===== src/rtl/core/scs_pkg.sv =====
// Shared types, constants and lookup tables for the sound channel synthesizer.
// No dependencies; every other file of the block but scs_if imports it.
`timescale 1ns / 1ps
package scs_pkg;

	// Default configuration of the top level
	localparam int TICKS_PER_FRAME_DEF = 735;
	localparam int PHASE_BITS_DEF      = 24;

	// Clock figures used for the oscillator steps
	localparam int CPU_HZ    = 1789773;
	localparam int MIX_HZ    = 44100;
	localparam int NOISE_INC = CPU_HZ / MIX_HZ;
	localparam int CPU_HZ_W  = 21;
	localparam int DEN_W     = 32;

	// Item kinds
	localparam logic KIND_WRITE = 1'b0;
	localparam logic KIND_TICK  = 1'b1;

	// Sub-register of a pulse channel (low two address bits)
	localparam logic [1:0] PULSE_CTL   = 2'd0;
	localparam logic [1:0] PULSE_SWEEP = 2'd1;
	localparam logic [1:0] PULSE_LO    = 2'd2;
	localparam logic [1:0] PULSE_HI    = 2'd3;

	// Sound register numbers above the pulse block
	localparam logic [3:0] REG_PULSE_LAST = 4'd7;
	localparam logic [3:0] REG_TRI_LIN    = 4'd8;
	localparam logic [3:0] REG_TRI_LO     = 4'd10;
	localparam logic [3:0] REG_TRI_HI     = 4'd11;
	localparam logic [3:0] REG_NOISE_CTL  = 4'd12;
	localparam logic [3:0] REG_NOISE_MODE = 4'd14;
	localparam logic [3:0] REG_NOISE_ENV  = 4'd15;

	// Configuration register indexes
	localparam logic CFG_CHANNEL_ENABLE = 1'b0;
	localparam logic CFG_PLAY_ENABLE    = 1'b1;

	// One input word
	typedef struct packed {
		logic       kind;
		logic [3:0] reg_addr;
		logic [7:0] reg_data;
	} item_t;

	// Front queue head as seen by the back end
	typedef struct packed {
		logic  avail;
		item_t item;
	} fq_t;

	// Request to the step divider
	typedef struct packed {
		logic             start;
		logic [DEN_W-1:0] den;
	} div_req_t;

	// Envelope unit state
	typedef struct packed {
		logic [3:0] level;
		logic [4:0] div;
	} env_t;

	// Level to Q8 gain, (256 * v + 7) / 15
	function automatic logic [8:0] gain_q8(input logic [3:0] v);
		logic [8:0] g;
		case (v)
			4'd0:    g = 9'd0;
			4'd1:    g = 9'd17;
			4'd2:    g = 9'd34;
			4'd3:    g = 9'd51;
			4'd4:    g = 9'd68;
			4'd5:    g = 9'd85;
			4'd6:    g = 9'd102;
			4'd7:    g = 9'd119;
			4'd8:    g = 9'd137;
			4'd9:    g = 9'd154;
			4'd10:   g = 9'd171;
			4'd11:   g = 9'd188;
			4'd12:   g = 9'd205;
			4'd13:   g = 9'd222;
			4'd14:   g = 9'd239;
			default: g = 9'd256;
		endcase
		return g;
	endfunction

	// Noise period table
	function automatic logic [11:0] noise_period(input logic [3:0] i);
		logic [11:0] p;
		case (i)
			4'd0:    p = 12'd4;
			4'd1:    p = 12'd8;
			4'd2:    p = 12'd16;
			4'd3:    p = 12'd32;
			4'd4:    p = 12'd64;
			4'd5:    p = 12'd96;
			4'd6:    p = 12'd128;
			4'd7:    p = 12'd160;
			4'd8:    p = 12'd202;
			4'd9:    p = 12'd254;
			4'd10:   p = 12'd380;
			4'd11:   p = 12'd508;
			4'd12:   p = 12'd762;
			4'd13:   p = 12'd1016;
			4'd14:   p = 12'd2034;
			default: p = 12'd4068;
		endcase
		return p;
	endfunction

	// Duty in eighths of a period
	function automatic logic [2:0] duty_eighths(input logic [1:0] d);
		logic [2:0] e;
		case (d)
			2'd0:    e = 3'd1;
			2'd1:    e = 3'd2;
			2'd2:    e = 3'd4;
			default: e = 3'd6;
		endcase
		return e;
	endfunction

endpackage


===== src/rtl/core/scs_if.sv =====
// Handshake channels of the sound channel synthesizer: input items and samples.
// No dependencies.
`timescale 1ns / 1ps
interface scs_in_if;
	logic       valid;
	logic       ready;
	logic       kind;
	logic [3:0] reg_addr;
	logic [7:0] reg_data;

	modport source (output valid, kind, reg_addr, reg_data, input ready);
	modport sink (input valid, kind, reg_addr, reg_data, output ready);
endinterface

interface scs_out_if;
	logic               valid;
	logic               ready;
	logic signed [15:0] left_sample;
	logic signed [15:0] right_sample;

	modport source (output valid, left_sample, right_sample, input ready);
	modport sink (input valid, left_sample, right_sample, output ready);
endinterface


===== src/rtl/core/sound_channel_synthesizer.sv =====
// Top level of the four-channel sound synthesizer (two pulses, triangle, noise).
// Depends on scs_pkg, scs_if, scs_front, scs_div and scs_back.
//
//  channel  | dir | handshake     | word
//  in_ch    | in  | valid/ready   | kind, reg_addr[3:0], reg_data[7:0]
//  out_ch   | out | valid/ready   | left_sample[15:0], right_sample[15:0] (signed)
//  cfg      | in  | cfg_we        | cfg_index, cfg_data[3:0]
//
// A period write also runs the one-bit-per-cycle step divider.
// A tick steps the noise LFSR once for each noise period in its accumulator and
// runs the step divider again for each pulse whose sweep changes the period (up to two).
// Reset is asynchronous and clears all channel state at once; no clearing pass.
// The input queue holds two words and keeps taking them while the back end
// works or a finished sample waits in the output register.
`timescale 1ns / 1ps
module sound_channel_synthesizer
	import scs_pkg::*;
#(
	parameter int TICKS_PER_FRAME = TICKS_PER_FRAME_DEF,
	parameter int PHASE_BITS      = PHASE_BITS_DEF
) (
	input  logic       clk,
	input  logic       arst_n,
	scs_in_if.sink     in_ch,
	scs_out_if.source  out_ch,
	input  logic       cfg_we,
	input  logic       cfg_index,
	input  logic [3:0] cfg_data
);

	fq_t                   head;
	logic                  pop;
	div_req_t              div_req;
	logic                  div_done;
	logic [PHASE_BITS-1:0] div_quo;

	scs_front u_front (
		.clk    (clk),
		.arst_n (arst_n),
		.in_ch  (in_ch),
		.pop    (pop),
		.head   (head)
	);

	scs_div #(
		.PHASE_BITS (PHASE_BITS)
	) u_div (
		.clk    (clk),
		.arst_n (arst_n),
		.req    (div_req),
		.done   (div_done),
		.quo    (div_quo)
	);

	scs_back #(
		.TICKS_PER_FRAME (TICKS_PER_FRAME),
		.PHASE_BITS      (PHASE_BITS)
	) u_back (
		.clk       (clk),
		.arst_n    (arst_n),
		.cfg_we    (cfg_we),
		.cfg_index (cfg_index),
		.cfg_data  (cfg_data),
		.head      (head),
		.pop       (pop),
		.div_req   (div_req),
		.div_done  (div_done),
		.div_quo   (div_quo),
		.out_ch    (out_ch)
	);

endmodule


===== src/rtl/core/scs_front.sv =====
// Front end: takes input words and holds them in a two-entry queue.
// Depends on scs_pkg and scs_in_if.
`timescale 1ns / 1ps
module scs_front
	import scs_pkg::*;
(
	input  logic       clk,
	input  logic       arst_n,
	scs_in_if.sink     in_ch,
	input  logic       pop,
	output fq_t        head
);

	item_t      mem_q [2];
	logic       wr_q;
	logic       rd_q;
	logic [1:0] cnt_q;
	logic       push;

	assign in_ch.ready = (cnt_q != 2'd2);
	assign push        = in_ch.valid && in_ch.ready;
	assign head.avail  = (cnt_q != 2'd0);
	assign head.item   = mem_q[rd_q];

	// queue storage
	always_ff @(posedge clk) begin
		if (push) begin
			mem_q[wr_q] <= '{kind: in_ch.kind, reg_addr: in_ch.reg_addr,
				reg_data: in_ch.reg_data};
		end
	end

	// pointers and fill
	always_ff @(posedge clk or negedge arst_n) begin
		if (!arst_n) begin
			wr_q  <= 1'b0;
			rd_q  <= 1'b0;
			cnt_q <= 2'd0;
		end else begin
			if (push) wr_q <= ~wr_q;
			if (pop) rd_q <= ~rd_q;
			case ({push, pop})
				2'b10:   cnt_q <= cnt_q + 2'd1;
				2'b01:   cnt_q <= cnt_q - 2'd1;
				default: cnt_q <= cnt_q;
			endcase
		end
	end

endmodule


===== src/rtl/core/scs_div.sv =====
// Step divider: (CPU_HZ << PHASE_BITS) / den, one quotient bit per cycle.
// Depends on scs_pkg. Keeps the low PHASE_BITS bits of the quotient.
`timescale 1ns / 1ps
module scs_div
	import scs_pkg::*;
#(
	parameter int PHASE_BITS = PHASE_BITS_DEF
) (
	input  logic                  clk,
	input  logic                  arst_n,
	input  div_req_t              req,
	output logic                  done,
	output logic [PHASE_BITS-1:0] quo
);

	localparam int NUM_W = CPU_HZ_W + PHASE_BITS;
	localparam int CNT_W = $clog2(NUM_W);
	localparam logic [NUM_W-1:0] NUM = {CPU_HZ_W'(CPU_HZ), {PHASE_BITS{1'b0}}};

	logic                  busy_q;
	logic                  done_q;
	logic [CNT_W-1:0]      cnt_q;
	logic [DEN_W-1:0]      rem_q;
	logic [DEN_W-1:0]      den_q;
	logic [PHASE_BITS-1:0] quo_q;
	logic [DEN_W:0]        trial;
	logic                  ge;

	assign done = done_q;
	assign quo  = quo_q;

	// one restoring step
	assign trial = {rem_q, NUM[cnt_q]};
	assign ge    = (trial >= {1'b0, den_q});

	always_ff @(posedge clk or negedge arst_n) begin
		if (!arst_n) begin
			busy_q <= 1'b0;
			done_q <= 1'b0;
			cnt_q  <= '0;
		end else begin
			done_q <= 1'b0;
			if (req.start) begin
				busy_q <= 1'b1;
				cnt_q  <= CNT_W'(NUM_W - 1);
			end else if (busy_q) begin
				cnt_q <= cnt_q - 1'b1;
				if (cnt_q == '0) begin
					busy_q <= 1'b0;
					done_q <= 1'b1;
				end
			end
		end
	end

	// datapath
	always_ff @(posedge clk) begin
		if (req.start) begin
			rem_q <= '0;
			den_q <= req.den;
		end else if (busy_q) begin
			rem_q <= ge ? DEN_W'(trial - {1'b0, den_q}) : DEN_W'(trial);
			quo_q <= {quo_q[PHASE_BITS-2:0], ge};
		end
	end

endmodule


===== src/rtl/core/scs_back.sv =====
// Back end: sound state, register writes and the per-tick sample sequencer.
// Depends on scs_pkg, scs_out_if; drives the step divider scs_div.
`timescale 1ns / 1ps
module scs_back
	import scs_pkg::*;
#(
	parameter int TICKS_PER_FRAME = TICKS_PER_FRAME_DEF,
	parameter int PHASE_BITS      = PHASE_BITS_DEF
) (
	input  logic                  clk,
	input  logic                  arst_n,
	input  logic                  cfg_we,
	input  logic                  cfg_index,
	input  logic [3:0]            cfg_data,
	input  fq_t                   head,
	output logic                  pop,
	output div_req_t              div_req,
	input  logic                  div_done,
	input  logic [PHASE_BITS-1:0] div_quo,
	scs_out_if.source             out_ch
);

	localparam int ENV_DIV = TICKS_PER_FRAME / 4;
	localparam int SWP_DIV = TICKS_PER_FRAME / 2;
	localparam int TC_W    = $clog2(TICKS_PER_FRAME);
	localparam int EC_W    = $clog2(ENV_DIV);
	localparam int SC_W    = $clog2(SWP_DIV);
	localparam int ACC_W   = 28;
	localparam int PROD_W  = 25;
	localparam int MUL_W   = 42;

	localparam logic signed [ACC_W-1:0] W_OWN   = 28'sd52480;
	localparam logic signed [ACC_W-1:0] W_OTHER = 28'sd78592;
	localparam logic signed [ACC_W-1:0] W_TRI   = 28'sd307;
	localparam logic signed [ACC_W-1:0] W_NOISE = 28'sd6;
	localparam logic signed [MUL_W-1:0] W_OUT   = 42'sd7000;

	typedef enum logic [14:0] {
		ST_IDLE    = 15'b000000000000001,
		ST_DEN     = 15'b000000000000010,
		ST_DIV     = 15'b000000000000100,
		ST_ENV     = 15'b000000000001000,
		ST_SWP0    = 15'b000000000010000,
		ST_SWP1    = 15'b000000000100000,
		ST_PULSE   = 15'b000000001000000,
		ST_TRI_A   = 15'b000000010000000,
		ST_TRI_B   = 15'b000000100000000,
		ST_NOISE   = 15'b000001000000000,
		ST_NADD    = 15'b000010000000000,
		ST_SCALE_L = 15'b000100000000000,
		ST_SCALE_R = 15'b001000000000000,
		ST_OUT     = 15'b010000000000000,
		ST_SPARE   = 15'b100000000000000
	} state_t;

	typedef enum logic [1:0] {
		TGT_P0  = 2'd0,
		TGT_P1  = 2'd1,
		TGT_TRI = 2'd2
	} tgt_t;

	state_t state_q;
	tgt_t   tgt_q;
	logic   tick_q;
	logic   sweep_hit_q;

	// configuration
	logic [3:0] chan_en_q;
	logic       play_q;

	// pulse channels
	logic [PHASE_BITS-1:0] pulse_phase_q [2];
	logic [PHASE_BITS-1:0] pulse_step_q [2];
	logic [10:0]           pulse_timer_q [2];
	logic [7:0]            pulse_control_q [2];
	logic [7:0]            sweep_control_q [2];
	logic [3:0]            sweep_count_q [2];
	logic [7:0]            period_lo_q [2];
	logic [2:0]            period_hi_q [2];
	env_t                  env_q [3];

	// triangle
	logic [PHASE_BITS-1:0] tri_phase_q;
	logic [PHASE_BITS-1:0] tri_step_q;
	logic [8:0]            tri_volume_q;
	logic [6:0]            tri_lin_q;
	logic [7:0]            tri_lo_q;
	logic [2:0]            tri_hi_q;

	// noise
	logic [14:0] noise_shift_q;
	logic [12:0] noise_accum_q;
	logic [5:0]  noise_ctl_q;
	logic        noise_tap_q;
	logic [3:0]  noise_per_q;

	// frame counters
	logic [TC_W-1:0] tick_count_q;
	logic [EC_W-1:0] env_ph_q;
	logic [SC_W-1:0] swp_ph_q;

	// mix datapath
	logic signed [ACC_W-1:0]  acc_l_q;
	logic signed [ACC_W-1:0]  acc_r_q;
	logic signed [PROD_W-1:0] prod_q;
	logic signed [MUL_W-1:0]  mul_q;
	logic signed [15:0]       res_l_q;

	// output register
	logic               out_valid_q;
	logic signed [15:0] out_l_q;
	logic signed [15:0] out_r_q;

	function automatic env_t env_step(input env_t e, input logic [3:0] vol, input logic loop);
		env_t r;
		r     = e;
		r.div = e.div + 5'd1;
		if (r.div >= {1'b0, vol} + 5'd2) begin
			r.div = 5'd1;
			if (e.level != 4'd0) begin
				r.level = e.level - 4'd1;
				if (r.level == 4'd0 && loop) r.level = 4'd15;
			end
		end
		return r;
	endfunction

	function automatic logic signed [15:0] sat16(input logic signed [MUL_W-1:0] m);
		logic signed [MUL_W-1:0]  adj;
		logic signed [MUL_W-25:0] q;
		adj = m[MUL_W-1] ? m + $signed(MUL_W'(24'hFFFFFF)) : m;
		q   = adj[MUL_W-1:24];
		if (q > 32767) return 16'sh7FFF;
		if (q < -32768) return 16'sh8000;
		return q[15:0];
	endfunction

	// ---------------- write decode ----------------
	logic        wr_p;
	logic [10:0] wr_timer;
	logic [7:0]  wr_lo;
	logic [2:0]  wr_hi;
	logic [10:0] wr_tri_per;
	logic        is_pulse_addr;

	always_comb begin
		wr_p          = head.item.reg_addr[2];
		is_pulse_addr = head.item.reg_addr inside {[4'd0:REG_PULSE_LAST]};
		wr_lo = (head.item.reg_addr[1:0] == PULSE_LO) ? head.item.reg_data : period_lo_q[wr_p];
		wr_hi = (head.item.reg_addr[1:0] == PULSE_HI) ? head.item.reg_data[2:0]
			: period_hi_q[wr_p];
		wr_timer   = {wr_hi, wr_lo};
		wr_tri_per = {(head.item.reg_addr == REG_TRI_HI) ? head.item.reg_data[2:0] : tri_hi_q,
			(head.item.reg_addr == REG_TRI_LO) ? head.item.reg_data : tri_lo_q};
	end

	// ---------------- step divider request ----------------
	logic [11:0] den_per;
	logic [27:0] den_prod;

	always_comb begin
		case (tgt_q)
			TGT_P0:  den_per = {1'b0, pulse_timer_q[0]} + 12'd1;
			TGT_P1:  den_per = {1'b0, pulse_timer_q[1]} + 12'd1;
			default: den_per = {1'b0, tri_hi_q, tri_lo_q} + 12'd1;
		endcase
		den_prod      = 28'(den_per) * 28'(MIX_HZ);
		div_req.start = (state_q == ST_DEN);
		div_req.den   = (tgt_q == TGT_TRI) ? DEN_W'({den_prod, 5'b0})
			: DEN_W'({den_prod, 4'b0});
	end

	// ---------------- sweep units ----------------
	logic [1:0]  sw_fire;
	logic [1:0]  sw_upd;
	logic [3:0]  sw_count [2];
	logic [10:0] sw_timer [2];

	always_comb begin
		for (int p = 0; p < 2; p++) begin
			logic signed [12:0] per;
			logic signed [12:0] s;
			logic signed [12:0] v;
			logic               reach;
			per = $signed({2'b00, pulse_timer_q[p]});
			s   = $signed({2'b00, pulse_timer_q[p] >> sweep_control_q[p][2:0]});
			if (sweep_control_q[p][3]) v = per - s - ((p == 0) ? 13'sd1 : 13'sd0);
			else v = per + s;
			if (v < 0) sw_timer[p] = 11'd0;
			else if (v > 13'sd2047) sw_timer[p] = 11'd2047;
			else sw_timer[p] = v[10:0];
			reach = (sweep_count_q[p] + 4'd1) >= ({1'b0, sweep_control_q[p][6:4]} + 4'd1);
			sw_fire[p]  = sweep_hit_q && sweep_control_q[p][7];
			sw_count[p] = reach ? 4'd0 : sweep_count_q[p] + 4'd1;
			sw_upd[p]   = sw_fire[p] && reach && (sweep_control_q[p][2:0] != 3'd0);
		end
	end

	// ---------------- pulse mix terms ----------------
	logic [PHASE_BITS-1:0]   ph_next [2];
	logic [1:0]              p_live;
	logic signed [ACC_W-1:0] p_own [2];
	logic signed [ACC_W-1:0] p_oth [2];
	logic signed [ACC_W-1:0] pulse_l;
	logic signed [ACC_W-1:0] pulse_r;

	always_comb begin
		for (int p = 0; p < 2; p++) begin
			logic [3:0]         vol;
			logic signed [9:0]  g;
			logic [PHASE_BITS-1:0] thr;
			p_live[p]  = (pulse_timer_q[p] >= 11'd8);
			ph_next[p] = pulse_phase_q[p] + pulse_step_q[p];
			vol = pulse_control_q[p][4] ? pulse_control_q[p][3:0] : env_q[p].level;
			g   = $signed({1'b0, gain_q8(vol)});
			thr = {duty_eighths(pulse_control_q[p][7:6]), {(PHASE_BITS-3){1'b0}}};
			if (ph_next[p] < thr) g = -g;
			if (p_live[p] && chan_en_q[p]) begin
				p_own[p] = ACC_W'(g) * W_OWN;
				p_oth[p] = ACC_W'(g) * W_OTHER;
			end else begin
				p_own[p] = '0;
				p_oth[p] = '0;
			end
		end
		pulse_l = p_own[0] + p_oth[1];
		pulse_r = p_oth[0] + p_own[1];
	end

	// ---------------- triangle terms ----------------
	logic [PHASE_BITS-1:0] tri_ph_next;
	logic [4:0]            tri_k;
	logic signed [9:0]     tri_amp;
	logic                  tri_gate;
	logic [8:0]            tri_vol_next;
	logic [9:0]            tri_vol_up;

	always_comb begin
		tri_ph_next = tri_phase_q + tri_step_q;
		tri_k       = tri_ph_next[PHASE_BITS-1 -: 5];
		tri_amp = tri_k[4] ? $signed({1'b0, tri_k[3:0], 5'b0}) - 10'sd256
			: 10'sd256 - $signed({1'b0, tri_k[3:0], 5'b0});
		tri_gate   = (tri_lin_q != 7'd0) && ({tri_hi_q, tri_lo_q} > 11'd1);
		tri_vol_up = {1'b0, tri_volume_q} + 10'd4;
		if (tri_gate) tri_vol_next = (tri_vol_up > 10'd256) ? 9'd256 : tri_vol_up[8:0];
		else tri_vol_next = (tri_volume_q < 9'd4) ? 9'd0 : tri_volume_q - 9'd4;
	end

	// ---------------- noise terms ----------------
	logic [11:0]       nz_per;
	logic              nz_run;
	logic [14:0]       nz_shift_next;
	logic [3:0]        nz_vol;
	logic signed [15:0] nz_centered;

	always_comb begin
		nz_per        = noise_period(noise_per_q);
		nz_run        = (noise_accum_q >= {1'b0, nz_per});
		nz_shift_next = {noise_shift_q[0] ^ (noise_tap_q ? noise_shift_q[6] : noise_shift_q[1]),
			noise_shift_q[14:1]};
		nz_vol        = noise_ctl_q[4] ? noise_ctl_q[3:0] : env_q[2].level;
		nz_centered   = $signed({1'b0, noise_shift_q}) - 16'sd16384;
	end

	// ---------------- handshakes ----------------
	assign pop                 = (state_q == ST_IDLE) && head.avail;
	assign out_ch.valid        = out_valid_q;
	assign out_ch.left_sample  = out_l_q;
	assign out_ch.right_sample = out_r_q;

	// ---------------- sequencer and state ----------------
	always_ff @(posedge clk or negedge arst_n) begin
		if (!arst_n) begin
			state_q      <= ST_IDLE;
			tgt_q        <= TGT_P0;
			tick_q       <= 1'b0;
			sweep_hit_q  <= 1'b0;
			chan_en_q    <= 4'hF;
			play_q       <= 1'b1;
			out_valid_q  <= 1'b0;
			for (int p = 0; p < 2; p++) begin
				pulse_phase_q[p]   <= '0;
				pulse_step_q[p]    <= '0;
				pulse_timer_q[p]   <= '0;
				pulse_control_q[p] <= '0;
				sweep_control_q[p] <= '0;
				sweep_count_q[p]   <= '0;
				period_lo_q[p]     <= '0;
				period_hi_q[p]     <= '0;
			end
			for (int e = 0; e < 3; e++) env_q[e] <= '0;
			tri_phase_q   <= '0;
			tri_step_q    <= '0;
			tri_volume_q  <= '0;
			tri_lin_q     <= '0;
			tri_lo_q      <= '0;
			tri_hi_q      <= '0;
			noise_shift_q <= 15'd1;
			noise_accum_q <= '0;
			noise_ctl_q   <= '0;
			noise_tap_q   <= 1'b0;
			noise_per_q   <= '0;
			tick_count_q  <= '0;
			env_ph_q      <= '0;
			swp_ph_q      <= '0;
		end else begin
			// configuration port
			if (cfg_we) begin
				case (cfg_index)
					CFG_CHANNEL_ENABLE: chan_en_q <= cfg_data;
					CFG_PLAY_ENABLE:    play_q <= cfg_data[0];
					default:            play_q <= play_q;
				endcase
			end

			// ST_OUT handles the accept itself when it reloads the register
			if (out_ch.valid && out_ch.ready && state_q != ST_OUT) out_valid_q <= 1'b0;

			case (state_q)
				ST_IDLE: begin
					if (head.avail) begin
						tick_q <= (head.item.kind == KIND_TICK);
						if (head.item.kind == KIND_TICK) begin
							state_q <= ST_ENV;
						end else if (is_pulse_addr) begin
							case (head.item.reg_addr[1:0])
								PULSE_CTL: begin
									pulse_control_q[wr_p] <= head.item.reg_data;
								end
								PULSE_SWEEP: begin
									sweep_control_q[wr_p] <= head.item.reg_data;
									sweep_count_q[wr_p]   <= '0;
								end
								default: begin
									period_lo_q[wr_p]   <= wr_lo;
									period_hi_q[wr_p]   <= wr_hi;
									pulse_timer_q[wr_p] <= wr_timer;
									sweep_count_q[wr_p] <= '0;
									if (head.item.reg_addr[1:0] == PULSE_HI)
										env_q[wr_p] <= '{level: 4'd15, div: 5'd0};
									tgt_q   <= wr_p ? TGT_P1 : TGT_P0;
									state_q <= ST_DEN;
								end
							endcase
						end else begin
							case (head.item.reg_addr)
								REG_TRI_LIN: tri_lin_q <= head.item.reg_data[6:0];
								REG_TRI_LO, REG_TRI_HI: begin
									tri_lo_q <= wr_tri_per[7:0];
									tri_hi_q <= wr_tri_per[10:8];
									if (wr_tri_per > 11'd1) begin
										tgt_q   <= TGT_TRI;
										state_q <= ST_DEN;
									end
								end
								REG_NOISE_CTL:  noise_ctl_q <= head.item.reg_data[5:0];
								REG_NOISE_MODE: begin
									noise_tap_q <= head.item.reg_data[7];
									noise_per_q <= head.item.reg_data[3:0];
								end
								REG_NOISE_ENV:  env_q[2] <= '{level: 4'd15, div: 5'd0};
								default:        state_q <= ST_IDLE;
							endcase
						end
					end
				end
				ST_DEN: state_q <= ST_DIV;
				ST_DIV: begin
					if (div_done) begin
						case (tgt_q)
							TGT_P0:  pulse_step_q[0] <= div_quo;
							TGT_P1:  pulse_step_q[1] <= div_quo;
							default: tri_step_q <= div_quo;
						endcase
						if (!tick_q) state_q <= ST_IDLE;
						else if (tgt_q == TGT_P0) state_q <= ST_SWP1;
						else state_q <= ST_PULSE;
					end
				end
				ST_ENV: begin
					// frame sequencer: envelope and sweep clocks
					if (env_ph_q == '0) begin
						env_q[0] <= env_step(env_q[0], pulse_control_q[0][3:0],
							pulse_control_q[0][5]);
						env_q[1] <= env_step(env_q[1], pulse_control_q[1][3:0],
							pulse_control_q[1][5]);
						env_q[2] <= env_step(env_q[2], noise_ctl_q[3:0], noise_ctl_q[5]);
					end
					sweep_hit_q <= (swp_ph_q == '0);
					if (tick_count_q == TC_W'(TICKS_PER_FRAME - 1)) begin
						tick_count_q <= '0;
						env_ph_q     <= '0;
						swp_ph_q     <= '0;
					end else begin
						tick_count_q <= tick_count_q + 1'b1;
						env_ph_q <= (env_ph_q == EC_W'(ENV_DIV - 1)) ? '0 : env_ph_q + 1'b1;
						swp_ph_q <= (swp_ph_q == SC_W'(SWP_DIV - 1)) ? '0 : swp_ph_q + 1'b1;
					end
					state_q <= ST_SWP0;
				end
				ST_SWP0: begin
					if (sw_fire[0]) sweep_count_q[0] <= sw_count[0];
					if (sw_upd[0]) begin
						pulse_timer_q[0] <= sw_timer[0];
						tgt_q            <= TGT_P0;
						state_q          <= ST_DEN;
					end else begin
						state_q <= ST_SWP1;
					end
				end
				ST_SWP1: begin
					if (sw_fire[1]) sweep_count_q[1] <= sw_count[1];
					if (sw_upd[1]) begin
						pulse_timer_q[1] <= sw_timer[1];
						tgt_q            <= TGT_P1;
						state_q          <= ST_DEN;
					end else begin
						state_q <= ST_PULSE;
					end
				end
				ST_PULSE: begin
					if (!play_q) begin
						res_l_q <= '0;
						mul_q   <= '0;
						state_q <= ST_OUT;
					end else begin
						for (int p = 0; p < 2; p++)
							if (p_live[p]) pulse_phase_q[p] <= ph_next[p];
						acc_l_q <= pulse_l;
						acc_r_q <= pulse_r;
						state_q <= ST_TRI_A;
					end
				end
				ST_TRI_A: begin
					tri_phase_q  <= tri_ph_next;
					tri_volume_q <= tri_vol_next;
					prod_q  <= PROD_W'(tri_amp) * PROD_W'($signed({1'b0, tri_vol_next}));
					state_q <= ST_TRI_B;
				end
				ST_TRI_B: begin
					if (chan_en_q[2]) begin
						acc_l_q <= acc_l_q + ACC_W'(prod_q) * W_TRI;
						acc_r_q <= acc_r_q + ACC_W'(prod_q) * W_TRI;
					end
					noise_accum_q <= noise_accum_q + 13'(NOISE_INC);
					state_q       <= ST_NOISE;
				end
				ST_NOISE: begin
					// one LFSR step per cycle until the accumulator drops below the period
					if (nz_run) begin
						noise_shift_q <= nz_shift_next;
						noise_accum_q <= noise_accum_q - {1'b0, nz_per};
					end else begin
						prod_q  <= PROD_W'(nz_centered) * PROD_W'($signed({1'b0, gain_q8(nz_vol)}));
						state_q <= ST_NADD;
					end
				end
				ST_NADD: begin
					if (chan_en_q[3]) begin
						acc_l_q <= acc_l_q + ACC_W'(prod_q) * W_NOISE;
						acc_r_q <= acc_r_q + ACC_W'(prod_q) * W_NOISE;
					end
					state_q <= ST_SCALE_L;
				end
				ST_SCALE_L: begin
					mul_q   <= MUL_W'(acc_l_q) * W_OUT;
					state_q <= ST_SCALE_R;
				end
				ST_SCALE_R: begin
					res_l_q <= sat16(mul_q);
					mul_q   <= MUL_W'(acc_r_q) * W_OUT;
					state_q <= ST_OUT;
				end
				ST_OUT: begin
					if (!out_valid_q || out_ch.ready) begin
						out_l_q     <= res_l_q;
						out_r_q     <= sat16(mul_q);
						out_valid_q <= 1'b1;
						state_q     <= ST_IDLE;
					end
				end
				default: state_q <= ST_IDLE;
			endcase
		end
	end

endmodule


===== src/flat_wrapper.sv =====
// flat-port wrapper written by rule: the top's interface ports become plain ports
module sound_channel_synthesizer_flat import scs_pkg::*;
#(
	parameter int TICKS_PER_FRAME = TICKS_PER_FRAME_DEF,
	parameter int PHASE_BITS      = PHASE_BITS_DEF
)
  (clk, arst_n, cfg_we, cfg_index, cfg_data, in_ch_valid, in_ch_kind, in_ch_reg_addr, in_ch_reg_data, in_ch_ready, out_ch_valid, out_ch_left_sample, out_ch_right_sample, out_ch_ready);
  scs_in_if in_ch_i ();
  scs_out_if out_ch_i ();
  input  logic clk;
  input  logic arst_n;
  input  logic cfg_we;
  input  logic cfg_index;
  input  logic [3:0] cfg_data;
  input wire logic [$bits(in_ch_i.valid)-1:0] in_ch_valid;
  input wire logic [$bits(in_ch_i.kind)-1:0] in_ch_kind;
  input wire logic [$bits(in_ch_i.reg_addr)-1:0] in_ch_reg_addr;
  input wire logic [$bits(in_ch_i.reg_data)-1:0] in_ch_reg_data;
  output wire logic [$bits(in_ch_i.ready)-1:0] in_ch_ready;
  output wire logic [$bits(out_ch_i.valid)-1:0] out_ch_valid;
  output wire logic [$bits(out_ch_i.left_sample)-1:0] out_ch_left_sample;
  output wire logic [$bits(out_ch_i.right_sample)-1:0] out_ch_right_sample;
  input wire logic [$bits(out_ch_i.ready)-1:0] out_ch_ready;
  assign in_ch_i.valid = in_ch_valid;
  assign in_ch_i.kind = in_ch_kind;
  assign in_ch_i.reg_addr = in_ch_reg_addr;
  assign in_ch_i.reg_data = in_ch_reg_data;
  assign in_ch_ready = in_ch_i.ready;
  assign out_ch_valid = out_ch_i.valid;
  assign out_ch_left_sample = out_ch_i.left_sample;
  assign out_ch_right_sample = out_ch_i.right_sample;
  assign out_ch_i.ready = out_ch_ready;
  sound_channel_synthesizer #(.TICKS_PER_FRAME(TICKS_PER_FRAME), .PHASE_BITS(PHASE_BITS)) u_core (.clk(clk), .arst_n(arst_n), .in_ch(in_ch_i), .out_ch(out_ch_i), .cfg_we(cfg_we), .cfg_index(cfg_index), .cfg_data(cfg_data));
endmodule

===== config.mk =====
export PLATFORM = sky130hd
export DESIGN_NAME = sound_channel_synthesizer_flat
export DESIGN_NICKNAME = d
export VERILOG_FILES = /design/src/rtl/core/scs_pkg.sv /design/src/rtl/core/scs_if.sv /design/src/rtl/core/sound_channel_synthesizer.sv /design/src/rtl/core/scs_front.sv /design/src/rtl/core/scs_div.sv /design/src/rtl/core/scs_back.sv /design/src/flat_wrapper.sv
export SDC_FILE = /design/constraint.sdc
export NUM_CORES = 2
export LEC_CHECK = 0
export ABC_AREA = 1
export BUFFER_PORTS_ARGS = -buffer_cell sky130_fd_sc_hd__clkbuf_2
export CAP_MARGIN = 20
export CELL_PAD_IN_SITES_DETAIL_PLACEMENT = 1
export CELL_PAD_IN_SITES_GLOBAL_PLACEMENT = 1
export CORE_MARGIN = 2
export CORE_UTILIZATION = 38
export DETAILED_ROUTE_END_ITERATION = 10
export HOLD_SLACK_MARGIN = 0.06
export PLACE_DENSITY_LB_ADDON = 0.1
export SYNTH_ARGS = -nofsm -noshare
export SYNTH_HDL_FRONTEND = slang
export SYNTH_SLANG_ARGS = --single-unit

===== constraint.sdc =====
create_clock -name clk -period 22.6 [get_ports clk]
set_input_delay 4.52 -clock clk [delete_from_list [all_inputs] [get_ports clk]]
set_output_delay 4.52 -clock clk [all_outputs]
set_load 0.1 [all_outputs]

==> impl_metrics.ini <==
[timing]
worst_pin_slew_ns = 1.16
finalSetupViolCount = 0
fin_crit_sh = 0.477
finalMaxSlewViolations = 0
clock-skew-final_ns = 0.0499
relSlewSlack = 0.218
fmax_mhz = 92.7
rsz0062_at_grt = false
finalCriticalPeriod_ns = 10.79
finalHoldViolations = 0
tns_ns = 0

[clocking]
cts_buffer_depth = 3
postCtsHoldBufs = 0
post_cts_buffers = 0
cts.clk_slew.worst_paths_ns = 0.06
ctsHtreeMaxLevel = 3
cts_sinks = 659
clk_latency_ns = 0.75
root_buffer = clkbuf_16
cts_buffers = 88
post_cts_resized = 0
cts_tree = built

[setup_path]
worstPathArrival_ns = 11.28
crit_path_max_incr_delay_ns = 0.65
rr_worst_depth = 51
worstPathMaxFanout = 24
crit_path_top_delay_cell = nand3_2
cp.required_ns = 23.09
critPathLaunchType = register
r2r-start = u_core.u_back.pulse_phase_q[0]$_DFFE_PN0P_
r2r-end = u_core.u_back.acc_l_q[27]$_DFFE_PP_
rrSetupSlack_ns = 11.81
startpoint = u_core.u_back.pulse_phase_q[0]$_DFFE_PN0P_
end_kind = register
endpoint = u_core.u_back.acc_l_q[27]$_DFFE_PP_
crit_top_cell = nand2_1
crit_type = register to register

[floorplanning]
std_cell_rows = 166
die_area_um2 = 211000
io_pins = 57
placeableCoreArea_um2 = 205000
start_util = 0.383
die_x_um = 459
die_h_um = 459

[synth]
synth_seq_cells = 659
synth_cells = 9877
synth.lib_cells_used.distinct = 80
synthArstFlopShare = 0.581
ys_warn_count = 0
synth_edf_count = 244
ys.flop_type = dfrtp_1
yosysSeqAreaShare = 0.223
syn_nets = 11600
syn_area_per_cell_um2 = 7.96
syn-cell-area_um2 = 78600

[global_routing]
antenna_found_initial = 8
grtUsageTotal = 0.246
grt_pass1_vias = 71500
grt_first_pass_wirelength_um = 409000
grt-ovfl-total = 0
grt_max_degree = 74

[drt]
wire_per_inst_um = 20.2
drc = 0
vias = 66800
ant_nets = 0
wl_um = 257000
vias_per_cell = 5.26
first_pass_iters = 7
dr.first_iter.drc_count = 3555

[place]
place_area_um2 = 82300
numPortBuffers = 56
gp_congestion = 0.929
post-dp-hpwl_um = 215000

[final_layout]
nets = 11700
mostFrequentLayoutCells = inv_1 (1,840), nand2_1 (1,695), ha_1 (1,065), a21oi_1 (797), o21ai_0 (778)
layout-drive-gt1-share = 0.0435
fin_area_um2 = 85400
final_common_cell = inv_1
syn_to_final_growth_pct = 8.68

[job]
cap_violations = 0

[hold_path]
hold_class = register to register

[outcome]
status = finished, final reports clean
## cells by family after synthesis
| group | Yosys count | share of synthesized area |
|---|---|---|
| xor gates and xnor gates | 370 | 0.0415 |
| AOI/OAI and AO/OA | 2003 | 0.141 |
| DFF | 659 | 0.223 |
| buffers and inverters | 2025 | 0.0973 |
| and+or+nand+nor | 3112 | 0.166 |
| muxes | 16 | 0.00208 |
| adders and majority gates | 1692 | 0.329 |
## metal layers
layer / track usage / wire, um / vias up
li1: - / - / 32400
met1: 0.335 / 121000 / 33300
met2: 0.427 / 123000 / 867
met3: 0.0225 / 8370 / 226
met4: 0.0472 / 4510 / 2
met5: 0 / 13 / -
## worst min path at each step
stage                                            startpoint                                             end  slack [ns]  cells after the start
detailed placement  u_core.u_back.res_l_q[12]$_SDFFCE_PN0P_  u_core.u_back.out_ch.left_sample[12]$_DFFE_PP_        0.41                      0
global placement     u_core.u_back.res_l_q[2]$_SDFFCE_PN0P_   u_core.u_back.out_ch.left_sample[2]$_DFFE_PP_        0.40                      0
finish              u_core.u_back.res_l_q[12]$_SDFFCE_PN0P_  u_core.u_back.out_ch.left_sample[12]$_DFFE_PP_        0.42                      0
floorplan            u_core.u_back.res_l_q[0]$_SDFFCE_PN0P_   u_core.u_back.out_ch.left_sample[0]$_DFFE_PP_        0.40                      0
CTS                  u_core.u_back.res_l_q[1]$_SDFFCE_PN0P_   u_core.u_back.out_ch.left_sample[1]$_DFFE_PP_        0.42                      0
global route         u_core.u_back.res_l_q[2]$_SDFFCE_PN0P_   u_core.u_back.out_ch.left_sample[2]$_DFFE_PP_        0.43                      0
## flip-flops by register name (all words and copies together), names as in the netlist, 12 cells and up
signal / flops
u_core.u_back.out_ch.left_sample: 16
u_core.u_back.prod_q: 25
u_core.u_back.period_lo_q: 16
u_core.u_back.pulse_step_q: 48
u_core.u_back.pulse_phase_q: 48
u_core.u_div.den_q: 26
u_core.u_back.noise_accum_q: 12
u_core.u_back.mul_q: 39
u_core.u_back.noise_shift_q: 15
u_core.u_div.quo: 24
u_core.u_back.pulse_timer_q: 22
u_core.u_back.tri_phase_q: 24
u_core.u_back.state_q: 14
u_core.u_back.sweep_control_q: 16
u_core.u_back.pulse_control_q: 16
u_core.u_back.env_q: 27
u_core.u_back.acc_l_q: 28
u_core.u_back.acc_r_q: 28
u_core.u_back.tri_step_q: 24
u_core.u_front.mem_q: 26
u_core.u_back.out_ch.right_sample: 16
u_core.u_back.res_l_q: 16
u_core.u_div.rem_q: 32
## synth_stat cells, types with 30 or more instances
| library cell | n | area share |
|---|---|---|
| inv_1 | 1840 | 0.088 |
| nand2_1 | 1696 | 0.081 |
| ha_1 | 1065 | 0.17 |
| a21oi_1 | 797 | 0.051 |
| o21ai_0 | 782 | 0.050 |
| nor2_1 | 708 | 0.034 |
| fa_1 | 627 | 0.16 |
| dfrtp_1 | 376 | 0.12 |
| nand3_1 | 320 | 0.020 |
| edfxtp_1 | 244 | 0.093 |
| xor2_1 | 216 | 0.024 |
| xnor2_1 | 151 | 0.017 |
| clkbuf_1 | 121 | 0.0058 |
| nor3_1 | 116 | 0.0074 |
| nand4_1 | 86 | 0.0068 |
| or2_2 | 79 | 0.0063 |
| a31oi_1 | 49 | 0.0039 |
| o211ai_1 | 43 | 0.0041 |
| nor4_1 | 38 | 0.0030 |
| o21ai_1 | 36 | 0.0023 |
| a21o_1 | 35 | 0.0033 |
| dfxtp_1 | 32 | 0.0081 |
| o22ai_1 | 32 | 0.0025 |
| o221ai_1 | 31 | 0.0035 |
| o21a_1 | 30 | 0.0029 |
| o21bai_1 | 30 | 0.0029 |
## critical path: cells and delay by family, from the launching register on
kind | cells | cell delay [ns]
AOI/OAI and AO/OA | 13 | 2.83
xor gates and xnor gates | 1 | 0.21
adders and majority gates | 10 | 3.59
buffers and inverters | 8 | 1.01
DFF | 1 | 0.38
and+or+nand+nor | 19 | 2.44
## final cells by class
| class | count | area, um2 |
|---|---|---|
| fill | 24900 | 120000 |
| multi-input combinational | 7193 | 53500 |
| sequential | 659 | 17600 |
| inverter | 1871 | 7020 |
| tap | 2688 | 3360 |
| clock buffer | 118 | 2460 |
| timing repair buffer | 128 | 871 |
| clock inverter | 44 | 627 |
| antenna | 4 | 10.0 |
## metrics by stage
stage / utilization / setup WS (ns) / hold WS (ns) / instances
finish: 0.416 / 11.81 / 0.418 / 12700
global route: 0.416 / 10.68 / 0.427 / 12700
CTS: 0.416 / 11.79 / 0.421 / 12700
detailed placement: 0.401 / 11.86 / 0.406 / 12500
global placement: 0.401 / 11.81 / 0.405 / 12500
floorplan: - / 13.37 / 0.400 / 9877
Power is not shown: default switching activity piles up to over one toggle a cycle in this logic, so the estimate is an artifact.
